### src/hdl/csem_pkg.sv
// Package for the counting semaphore table: sizes, operation and status codes,
// and the slot memory word layout.
// Used by the interfaces and the top level; depends on nothing.
package csem_pkg;

  localparam int SEM_SLOTS     = 64;
  localparam int PROCESS_SLOTS = 64;

  localparam int FUNC_W = 2;
  localparam int SID_W  = 6;
  localparam int PID_W  = 6;
  localparam int CNT_W  = 8;
  localparam int ST_W   = 3;

  localparam logic [CNT_W-1:0] CNT_MAX = '1;

  typedef enum logic [FUNC_W-1:0] {
    FN_INIT    = 2'd0,
    FN_WAIT    = 2'd1,
    FN_POST    = 2'd2,
    FN_DESTROY = 2'd3
  } func_e;

  typedef enum logic [ST_W-1:0] {
    ST_DONE      = 3'd0,
    ST_BLOCKED   = 3'd1,
    ST_WOKEN     = 3'd2,
    ST_IN_USE    = 3'd3,
    ST_NO_SEM    = 3'd4,
    ST_BAD_ID    = 3'd5,
    ST_SATURATED = 3'd6
  } status_e;

  // One word of the slot memory: count and the two ends of the wait queue.
  typedef struct packed {
    logic [CNT_W-1:0] count;
    logic [PID_W-1:0] head;
    logic [PID_W-1:0] tail;
  } slot_t;

  localparam int SLOT_W = $bits(slot_t);

  // One result item as it is held in the output register.
  typedef struct packed {
    status_e          status;
    logic [PID_W-1:0] woken_pid;
    logic [CNT_W-1:0] count_after;
  } res_t;

endpackage

### src/hdl/csem_req_if.sv
// Request channel of the semaphore table: valid/ready handshake with one item
// per accepted edge. Depends on csem_pkg for the field widths.
interface csem_req_if;
  logic                       valid;
  logic                       ready;
  logic [csem_pkg::FUNC_W-1:0] func;
  logic [csem_pkg::SID_W-1:0]  sem_id;
  logic [csem_pkg::CNT_W-1:0]  init_count;
  logic [csem_pkg::PID_W-1:0]  caller_pid;

  modport source (output valid, func, sem_id, init_count, caller_pid, input ready);
  modport sink   (input valid, func, sem_id, init_count, caller_pid, output ready);
endinterface

### src/hdl/csem_rsp_if.sv
// Response channel of the semaphore table: valid/ready handshake carrying one
// result item. Depends on csem_pkg for the field widths.
interface csem_rsp_if;
  logic                       valid;
  logic                       ready;
  logic [csem_pkg::ST_W-1:0]  status;
  logic [csem_pkg::PID_W-1:0] woken_pid;
  logic [csem_pkg::CNT_W-1:0] count_after;

  modport source (output valid, status, woken_pid, count_after, input ready);
  modport sink   (input valid, status, woken_pid, count_after, output ready);
endinterface

### src/hdl/csem_ram.sv
// Generic single-port-write, single-port-read synchronous RAM with a
// registered read that holds its data until the next read. No dependencies.
module csem_ram #(
  parameter int WIDTH = 8,
  parameter int DEPTH = 64,
  parameter int AW    = $clog2(DEPTH)
) (
  input  logic             clk_i,
  input  logic             we_i,
  input  logic [AW-1:0]    waddr_i,
  input  logic [WIDTH-1:0] wdata_i,
  input  logic             re_i,
  input  logic [AW-1:0]    raddr_i,
  output logic [WIDTH-1:0] rdata_o
);

  logic [WIDTH-1:0] mem [DEPTH];
  logic [WIDTH-1:0] rdata_q;

  always_ff @(posedge clk_i) begin
    if (we_i) begin
      mem[waddr_i] <= wdata_i;
    end
  end

  always_ff @(posedge clk_i) begin
    if (re_i) begin
      rdata_q <= mem[raddr_i];
    end
  end

  assign rdata_o = rdata_q;

endmodule

### src/hdl/counting_semaphore_table_unit.sv
// Counting semaphore table: top level with the request sequencer, the valid
// and queue-occupied marks, and the output register.
// Depends on csem_pkg, csem_req_if, csem_rsp_if and csem_ram.
//
// Usage: a request item on req_i carries func, sem_id, init_count and
// caller_pid; each one produces exactly one result item on rsp_o with
// status, woken_pid and count_after. Requests are handled one at a time.
// The slot memory (count, queue head and tail) is read at the edge that
// accepts an item; in the slot state the answer is computed and the slot
// written back, and the result item enters the output register. A post that
// wakes a waiter while others remain queued passes through the link state as
// well, since the next-waiter link memory is read at the head just fetched
// before the new head is written. The sequencer goes back to idle as the
// result is registered and accepts a request only when idle, so it takes no
// new request before it is through with the last one.
// The output register lets a new item be accepted while a result still waits
// to be taken; if the receiver stalls, the sequencer holds its finished work
// until the output register is free, and holds off further requests.
// Reset clears all valid and queue-occupied marks at once; the memories
// need no clearing, so the block is ready as soon as reset is released.
module counting_semaphore_table_unit (
  input  logic       clk_i,
  input  logic       rst_ni,
  csem_req_if.sink   req_i,
  csem_rsp_if.source rsp_o
);

  localparam logic [1:0] S_IDLE = 2'd0;
  localparam logic [1:0] S_SLOT = 2'd1;
  localparam logic [1:0] S_LINK = 2'd2;

  localparam int PID_AW = $clog2(csem_pkg::PROCESS_SLOTS);

  logic [1:0] state_q, state_d;

  logic [csem_pkg::FUNC_W-1:0] func_q;
  logic [csem_pkg::SID_W-1:0]  sid_q;
  logic [csem_pkg::CNT_W-1:0]  start_q;
  logic [csem_pkg::PID_W-1:0]  pid_q;

  logic [csem_pkg::SEM_SLOTS-1:0] valid_q, valid_d;
  logic [csem_pkg::SEM_SLOTS-1:0] nonempty_q, nonempty_d;

  logic                 out_valid_q, out_valid_d;
  csem_pkg::res_t       out_q, out_d;

  // Memory ports.
  logic                        slot_we;
  logic [csem_pkg::SID_W-1:0]  slot_waddr;
  csem_pkg::slot_t             slot_wdata;
  logic                        slot_re;
  csem_pkg::slot_t             slot_rd;
  logic [csem_pkg::SLOT_W-1:0] slot_rd_raw;

  logic                        link_we;
  logic [PID_AW-1:0]           link_waddr;
  logic [csem_pkg::PID_W-1:0]  link_wdata;
  logic                        link_re;
  logic [PID_AW-1:0]           link_raddr;
  logic [csem_pkg::PID_W-1:0]  link_rd;

  logic accept;
  logic out_free;
  logic sid_bad;
  logic pid_bad;
  logic cur_valid;
  logic cur_nonempty;

  assign accept   = req_i.valid && req_i.ready;
  assign out_free = !out_valid_q || rsp_o.ready;

  assign req_i.ready = (state_q == S_IDLE);

  assign sid_bad      = (32'(sid_q) >= csem_pkg::SEM_SLOTS);
  assign pid_bad      = (32'(pid_q) >= csem_pkg::PROCESS_SLOTS);
  assign cur_valid    = valid_q[sid_q];
  assign cur_nonempty = nonempty_q[sid_q];

  assign slot_rd   = csem_pkg::slot_t'(slot_rd_raw);
  assign slot_re   = accept;
  assign slot_waddr = sid_q;

  csem_ram #(
    .WIDTH (csem_pkg::SLOT_W),
    .DEPTH (csem_pkg::SEM_SLOTS)
  ) u_slot_ram (
    .clk_i   (clk_i),
    .we_i    (slot_we),
    .waddr_i (slot_waddr),
    .wdata_i (slot_wdata),
    .re_i    (slot_re),
    .raddr_i (req_i.sem_id),
    .rdata_o (slot_rd_raw)
  );

  csem_ram #(
    .WIDTH (csem_pkg::PID_W),
    .DEPTH (csem_pkg::PROCESS_SLOTS)
  ) u_link_ram (
    .clk_i   (clk_i),
    .we_i    (link_we),
    .waddr_i (link_waddr),
    .wdata_i (link_wdata),
    .re_i    (link_re),
    .raddr_i (link_raddr),
    .rdata_o (link_rd)
  );

  always_ff @(posedge clk_i) begin
    if (accept) begin
      func_q  <= req_i.func;
      sid_q   <= req_i.sem_id;
      start_q <= req_i.init_count;
      pid_q   <= req_i.caller_pid;
    end
  end

  always_comb begin
    state_d     = state_q;
    valid_d     = valid_q;
    nonempty_d  = nonempty_q;
    out_valid_d = out_valid_q && !rsp_o.ready;
    out_d       = out_q;
    slot_we     = 1'b0;
    slot_wdata  = slot_rd;
    link_we     = 1'b0;
    link_waddr  = slot_rd.tail[PID_AW-1:0];
    link_wdata  = pid_q;
    link_re     = 1'b0;
    link_raddr  = slot_rd.head[PID_AW-1:0];

    unique case (state_q)
      S_IDLE: begin
        if (accept) begin
          state_d = S_SLOT;
        end
      end

      S_SLOT: begin
        out_d.woken_pid   = '0;
        out_d.count_after = '0;
        if (sid_bad) begin
          out_d.status = csem_pkg::ST_BAD_ID;
        end else if (func_q == csem_pkg::FN_INIT) begin
          if (cur_valid) begin
            out_d.status      = csem_pkg::ST_IN_USE;
            out_d.count_after = slot_rd.count;
          end else begin
            out_d.status      = csem_pkg::ST_DONE;
            out_d.count_after = start_q;
            slot_wdata.count  = start_q;
            slot_we           = out_free;
            if (out_free) begin
              valid_d[sid_q]    = 1'b1;
              nonempty_d[sid_q] = 1'b0;
            end
          end
        end else if (func_q == csem_pkg::FN_WAIT && pid_bad) begin
          out_d.status = csem_pkg::ST_BAD_ID;
        end else if (!cur_valid) begin
          out_d.status = csem_pkg::ST_NO_SEM;
        end else if (func_q == csem_pkg::FN_WAIT) begin
          if (slot_rd.count != '0) begin
            out_d.status      = csem_pkg::ST_DONE;
            out_d.count_after = slot_rd.count - 1'b1;
            slot_wdata.count  = slot_rd.count - 1'b1;
            slot_we           = out_free;
          end else begin
            // Zero count: the caller joins the tail of the queue.
            out_d.status    = csem_pkg::ST_BLOCKED;
            slot_wdata.tail = pid_q;
            slot_we         = out_free;
            if (cur_nonempty) begin
              link_we = out_free && (32'(slot_rd.tail) < csem_pkg::PROCESS_SLOTS);
            end else begin
              slot_wdata.head = pid_q;
              if (out_free) begin
                nonempty_d[sid_q] = 1'b1;
              end
            end
          end
        end else if (func_q == csem_pkg::FN_POST) begin
          if (slot_rd.count == '0 && cur_nonempty) begin
            out_d.status    = csem_pkg::ST_WOKEN;
            out_d.woken_pid = slot_rd.head;
            if (slot_rd.head == slot_rd.tail) begin
              if (out_free) begin
                nonempty_d[sid_q] = 1'b0;
              end
            end else if (32'(slot_rd.head) >= csem_pkg::PROCESS_SLOTS) begin
              slot_wdata.head = '0;
              slot_we         = out_free;
            end else begin
              // The new head comes from the link of the one woken.
              link_re = 1'b1;
            end
          end else if (slot_rd.count == csem_pkg::CNT_MAX) begin
            out_d.status      = csem_pkg::ST_SATURATED;
            out_d.count_after = slot_rd.count;
          end else begin
            out_d.status      = csem_pkg::ST_DONE;
            out_d.count_after = slot_rd.count + 1'b1;
            slot_wdata.count  = slot_rd.count + 1'b1;
            slot_we           = out_free;
          end
        end else begin
          out_d.status = csem_pkg::ST_DONE;
          if (out_free) begin
            valid_d[sid_q]    = 1'b0;
            nonempty_d[sid_q] = 1'b0;
          end
        end

        if (!out_free) begin
          // The previous result item is still waiting; leave it untouched.
          out_d = out_q;
        end else if (link_re) begin
          state_d = S_LINK;
        end else begin
          out_valid_d = 1'b1;
          state_d     = S_IDLE;
        end
      end

      S_LINK: begin
        slot_wdata.head = link_rd;
        if (out_free) begin
          slot_we     = 1'b1;
          out_valid_d = 1'b1;
          state_d     = S_IDLE;
        end
      end

      default: begin
        state_d = S_IDLE;
      end
    endcase
  end

  always_ff @(posedge clk_i or negedge rst_ni) begin
    if (!rst_ni) begin
      state_q     <= S_IDLE;
      valid_q     <= '0;
      nonempty_q  <= '0;
      out_valid_q <= 1'b0;
    end else begin
      state_q     <= state_d;
      valid_q     <= valid_d;
      nonempty_q  <= nonempty_d;
      out_valid_q <= out_valid_d;
    end
  end

  always_ff @(posedge clk_i) begin
    out_q <= out_d;
  end

  assign rsp_o.valid       = out_valid_q;
  assign rsp_o.status      = out_q.status;
  assign rsp_o.woken_pid   = out_q.woken_pid;
  assign rsp_o.count_after = out_q.count_after;

`ifndef SYNTHESIS
  a_accept_starts_read: assert property (@(posedge clk_i) disable iff (!rst_ni)
    accept |=> (state_q == S_SLOT))
    else $error("accepted request did not move to the slot read stage");

  a_link_after_slot: assert property (@(posedge clk_i) disable iff (!rst_ni)
    (state_q == S_LINK) |-> ($past(state_q) == S_SLOT || $past(state_q) == S_LINK))
    else $error("link stage entered without a slot stage");

  a_no_write_idle: assert property (@(posedge clk_i) disable iff (!rst_ni)
    (slot_we || link_we) |-> (state_q != S_IDLE))
    else $error("memory write while no request is in flight");

  a_woken_zero_count: assert property (@(posedge clk_i) disable iff (!rst_ni)
    (rsp_o.valid && rsp_o.status == csem_pkg::ST_WOKEN) |-> (rsp_o.count_after == '0))
    else $error("woken result with a nonzero count");
`endif

endmodule
### src/flat_wrapper.sv
// flat-port wrapper written by rule: the top's interface ports become plain ports
module counting_semaphore_table_unit_flat 
  (clk_i, rst_ni, req_i_valid, req_i_func, req_i_sem_id, req_i_init_count, req_i_caller_pid, req_i_ready, rsp_o_valid, rsp_o_status, rsp_o_woken_pid, rsp_o_count_after, rsp_o_ready);
  csem_req_if req_i_i ();
  csem_rsp_if rsp_o_i ();
  input  logic clk_i;
  input  logic rst_ni;
  input wire logic [$bits(req_i_i.valid)-1:0] req_i_valid;
  input wire logic [$bits(req_i_i.func)-1:0] req_i_func;
  input wire logic [$bits(req_i_i.sem_id)-1:0] req_i_sem_id;
  input wire logic [$bits(req_i_i.init_count)-1:0] req_i_init_count;
  input wire logic [$bits(req_i_i.caller_pid)-1:0] req_i_caller_pid;
  output wire logic [$bits(req_i_i.ready)-1:0] req_i_ready;
  output wire logic [$bits(rsp_o_i.valid)-1:0] rsp_o_valid;
  output wire logic [$bits(rsp_o_i.status)-1:0] rsp_o_status;
  output wire logic [$bits(rsp_o_i.woken_pid)-1:0] rsp_o_woken_pid;
  output wire logic [$bits(rsp_o_i.count_after)-1:0] rsp_o_count_after;
  input wire logic [$bits(rsp_o_i.ready)-1:0] rsp_o_ready;
  assign req_i_i.valid = req_i_valid;
  assign req_i_i.func = req_i_func;
  assign req_i_i.sem_id = req_i_sem_id;
  assign req_i_i.init_count = req_i_init_count;
  assign req_i_i.caller_pid = req_i_caller_pid;
  assign req_i_ready = req_i_i.ready;
  assign rsp_o_valid = rsp_o_i.valid;
  assign rsp_o_status = rsp_o_i.status;
  assign rsp_o_woken_pid = rsp_o_i.woken_pid;
  assign rsp_o_count_after = rsp_o_i.count_after;
  assign rsp_o_i.ready = rsp_o_ready;
  counting_semaphore_table_unit u_core (.clk_i(clk_i), .rst_ni(rst_ni), .req_i(req_i_i), .rsp_o(rsp_o_i));
endmodule
### config.mk
export PLATFORM = sky130hd
export DESIGN_NAME = counting_semaphore_table_unit_flat
export DESIGN_NICKNAME = d
export VERILOG_FILES = /design/src/hdl/csem_pkg.sv /design/src/hdl/csem_req_if.sv /design/src/hdl/csem_rsp_if.sv /design/src/hdl/csem_ram.sv /design/src/hdl/counting_semaphore_table_unit.sv /design/src/flat_wrapper.sv
export SDC_FILE = /design/constraint.sdc
export NUM_CORES = 2
export LEC_CHECK = 0
export BUFFER_PORTS_ARGS = -buffer_cell sky130_fd_sc_hd__buf_2
export CORE_ASPECT_RATIO = 0.5
export CORE_MARGIN = 2
export CORE_UTILIZATION = 40
export DETAILED_ROUTE_END_ITERATION = 8
export HOLD_SLACK_MARGIN = 0.08
export PLACE_DENSITY_LB_ADDON = 0.25
export SYNTH_ARGS = -nofsm -noshare
export SYNTH_HDL_FRONTEND = slang
export SYNTH_SLANG_ARGS = --single-unit
### constraint.sdc
create_clock -name clk_i -period 7.41 [get_ports clk_i]
set_input_delay 0.741 -clock clk_i [delete_from_list [all_inputs] [get_ports clk_i]]
set_output_delay 0.741 -clock clk_i [all_outputs]
set_load 0.01 [all_outputs]
==> results.py <==
metrics = {
    "die": {
        "initial_core_util_pct": 40.3,
        "die-height_microns": 308,
        "die_w_microns": 611,
        "coreArea_sq_um": 183000,
        "design.die.area_sq_um": 188000,
        "ios": 45,
        "row_count": 111,
    },
    "global_routing": {
        "grt_max_degree": 119,
        "grt_pass1_wl_microns": 268000,
        "grt-ovfl-total": 0,
        "grt_use_met3_pct": 2.92,
        "met1_usage_pct": 29.5,
        "grt_usage_pct": 19.7,
        "grt_busiest_layer": "met2",
        "grt_use_met2_pct": 30.9,
        "grt_pass1_vias": 36100,
        "antenna_found_initial": 12,
    },
    "pwr": {
        "p_sw_w": 0.00625,
        "p_clk_share_pct": 35.6,
        "intPower_w": 0.0181,
        "ir_drop_v": 0.000206,
        "powerDensity_nw_per_um2": 293,
        "combinationalPowerShare_pct": 12.9,
        "p_leak_nw": 26.4,
        "netSwitchingFraction_pct": 25.6,
        "seqPwrFrac_pct": 51.5,
    },
    "sta": {
        "fin_crit_sh_pct": 78.1,
        "finalMaxSlewViolations": 0,
        "setup_ws_ps": 1620,
        "slew_headroom_pct": 10.3,
        "fmax_mhz": 173,
        "fin_crit_ps": 5790,
        "setup_violations": 0,
        "fin_setup_tns_ps": 0,
        "worst_slew_pin_slew_ps": 1340,
        "rsz0062_at_grt": "no",
        "finalHoldViolations": 0,
        "clock_skew_ps": 55.5,
    },
    "yosys": {
        "synth-compound-area-share_pct": 2.22,
        "ys_warn_count": 0,
        "synth_flop_cell": "edfxtp_1",
        "avgSynthCellArea_sq_um": 21.2,
        "ys_seq_area_share_pct": 74.8,
        "yosys.area_share.simple_pct": 2.78,
        "ys_seq_elements": 1860,
        "synthAdderAreaFrac_pct": 0.170,
        "syn-cell-area_sq_um": 73800,
        "synth_xor_area_share_pct": 0.0949,
        "synth_cell_types": 69,
        "synth_top_family_by_area": "multiplexers",
        "synth-async-reset-ratio_pct": 7.04,
        "syn_inst": 3485,
        "synth_nets": 3521,
        "muxShareOfSynthArea_pct": 18.6,
        "synth_edf_count": 1729,
    },
    "critical_path": {
        "reg2reg_depth": 10,
        "required_ps": 7970,
        "critPathArrivalTime_ps": 6350,
        "r2r_setup_slack_ps": 1620,
        "cp_max_fo": 34,
        "crit_buf_inv": 2,
        "r2r_start": "u_core.sid_q[2]$_DFFE_PP_",
        "path_class": "register to register",
        "start_kind": "register",
        "slowest_delay_ps": 1120,
        "cpLargestDelayFamily": "simple AND/OR/NAND/NOR gates",
        "r2r-end": "u_core.u_slot_ram.mem[49][17]$_DFFE_PP_",
        "crit_slowest_cell": "edfxtp_1",
        "end_kind": "register",
        "path_common_cell": "buf_4",
        "worstPathCellList": "nor2b_1 > a22oi_1 > a2bb2oi_1 > o22ai_1 > nor4_4 > buf_4 > nor2_1 > a32o_1 > a21oi_4 > buf_4",
    },
    "clock_tree": {
        "path_clk_slew_ps": 60,
        "clock_latency_ps": 820,
        "post-cts-setup-buffer-count": 0,
        "cts_resized": 0,
        "cts_sinks": 1860,
        "cts_buffers": 178,
        "clockRootBuffer": "clkbuf_16",
        "cts.path.max_buffers": 4,
        "cts_tree": "built",
        "h-tree-depth": 4,
    },
    "finish": {
        "syn2layout_area_growth_pct": 12.8,
        "regArea_sq_um": 55200,
        "multi_input_area_sq_um": 18100,
        "num-nets-final": 3657,
        "fillCellCount": 15100,
        "drive_gt1_share_pct": 28.9,
        "layout_common_cells": "edfxtp_1, mux4_2, clkbuf_16",
        "layout_commonest_cell": "edfxtp_1",
    },
    "routing": {
        "drt-total-wl_microns": 186000,
        "viasPerCell": 5.86,
        "num_vias": 36200,
        "wl_per_cell_microns": 30.1,
        "drt_pass1_iterations": 6,
        "drcViolationCount": 0,
        "drt-initial-drc-count": 4550,
        "postRouteAntennaNets": 0,
    },
    "placement": {
        "gp_congestion": 0.866,
        "dp_hpwl_microns": 113000,
        "place_ws_ps": 1690,
        "port_buffers": 44,
    },
    "run": {
        "cap_violations": 0,
    },
    "worst_hold_path": {
        "hold_depth": 1,
        "hp-class": "input pin to register",
        "holdPathEnd": "u_core.start_q[6]$_DFFE_PP_",
        "worstHoldStart": "req_i_init_count[6]",
    },
    "outcome": {
        "status": "complete, no violations",
    },
}
==> timing repair <==
item,in CTS,in global routing
hold endpoints to repair,59,0
hold buffers,9,0
endpoints found under the setup margin,0,0
==> power by group through the flow <==
stage          clock network (W)  logic (W)  registers (W)
2_1_floorplan                  0    0.00169         0.0128
3_3_place_gp                   0    0.00307         0.0128
3_5_place_dp                   0    0.00316         0.0128
4_1_cts                  0.00886    0.00317         0.0125
5_1_grt                  0.00926    0.00333         0.0126
6_report                 0.00867    0.00315         0.0126
==> metal layers <==
metal,routed length [microns],vias up
met3,12400,233
met4,3470,0
met1,83000,19700
met2,87100,1408
met5,0,-
li1,-,14900
==> final cells by class <==
| type | count | share of cell area, % |
|---|---|---|
| well taps | 2429 | 3.65 |
| multi-input cells | 1373 | 21.8 |
| repair buffers | 185 | 1.69 |
| flip-flops and latches | 1860 | 66.3 |
| clock inverters | 79 | 0.775 |
| diodes | 1 | 0.00301 |
| clock buffers | 233 | 5.72 |
| inverters | 23 | 0.104 |
==> kinds of logic (layout without fill, tap and decap cells) <==
group                      count (synthesis)  after routing
xor gates and xnor gates                   8              8
buffers and inverters                    252            520
AOI/OAI and AO/OA                        267            267
and+or+nand+nor                          419            419
DFF                                     1860           1860
other                                      0              1
adders and majority gates                 10             10
muxes                                    669            669
==> state kept, by name, summed over array words and instances (netlist names), 3 cells and up, named ones only <==
signal	flops
u_core.nonempty_q	64
u_core.u_slot_ram.mem	1280
u_core.link_wdata	6
u_core.start_q	8
u_core.sid_q	6
u_core.rsp_o.count_after	8
u_core.u_link_ram.rdata_o	6
u_core.rsp_o.woken_pid	6
u_core.u_slot_ram.rdata_o	20
u_core.u_link_ram.mem	384
u_core.rsp_o.status	3
==> metrics by stage <==
| stage | area, sq um | instances | util [%] | power [W] | hold WS (ps) |
|---|---|---|---|---|---|
| final | 83300 | 6183 | 45.5 | 0.0244 | 140 |
| after global routing | 83300 | 6182 | 45.5 | 0.0251 | 97.6 |
| after CTS | 83300 | 6182 | 45.5 | 0.0246 | 82.6 |
| after floorplan | 73800 | 3485 | - | 0.0144 | 445 |
| after global placement | 77800 | 5861 | 42.5 | 0.0158 | 473 |
| after detailed placement | 77800 | 5861 | 42.5 | 0.0159 | 478 |
==> synth_stat cells, drive strengths merged, types with 12 or more instances <==
library cell | number | area [sq um]
a21oi | 160 | 805
a22oi | 12 | 90.1
buf | 64 | 273
clkbuf | 165 | 619
dfrtp | 131 | 3280
edfxtp | 1729 | 51900
inv | 23 | 86.3
mux2 | 76 | 856
mux2i | 37 | 370
mux4 | 556 | 12500
nand2 | 33 | 124
nand3 | 86 | 430
nor2 | 153 | 574
nor2b | 12 | 75.1
nor3 | 73 | 370
o21ai | 21 | 105
==> worst max-delay path by stage <==
stage,from,to,slack [ps],cells past startpoint
floorplan,u_core.sid_q[0]$_DFFE_PP_,u_core.u_slot_ram.mem[0][13]$_DFFE_PP_,1580,11
global placement,u_core.sid_q[2]$_DFFE_PP_,u_core.u_slot_ram.mem[62][9]$_DFFE_PP_,1840,9
detailed placement,u_core.sid_q[2]$_DFFE_PP_,u_core.u_slot_ram.mem[42][16]$_DFFE_PP_,1690,10
CTS,u_core.sid_q[2]$_DFFE_PP_,u_core.u_slot_ram.mem[17][17]$_DFFE_PP_,1710,10
global route,u_core.sid_q[2]$_DFFE_PP_,u_core.u_slot_ram.mem[17][17]$_DFFE_PP_,1390,10
finish,u_core.sid_q[2]$_DFFE_PP_,u_core.u_slot_ram.mem[49][17]$_DFFE_PP_,1620,10
No activity file was read; power rests on OpenSTA's default activity.
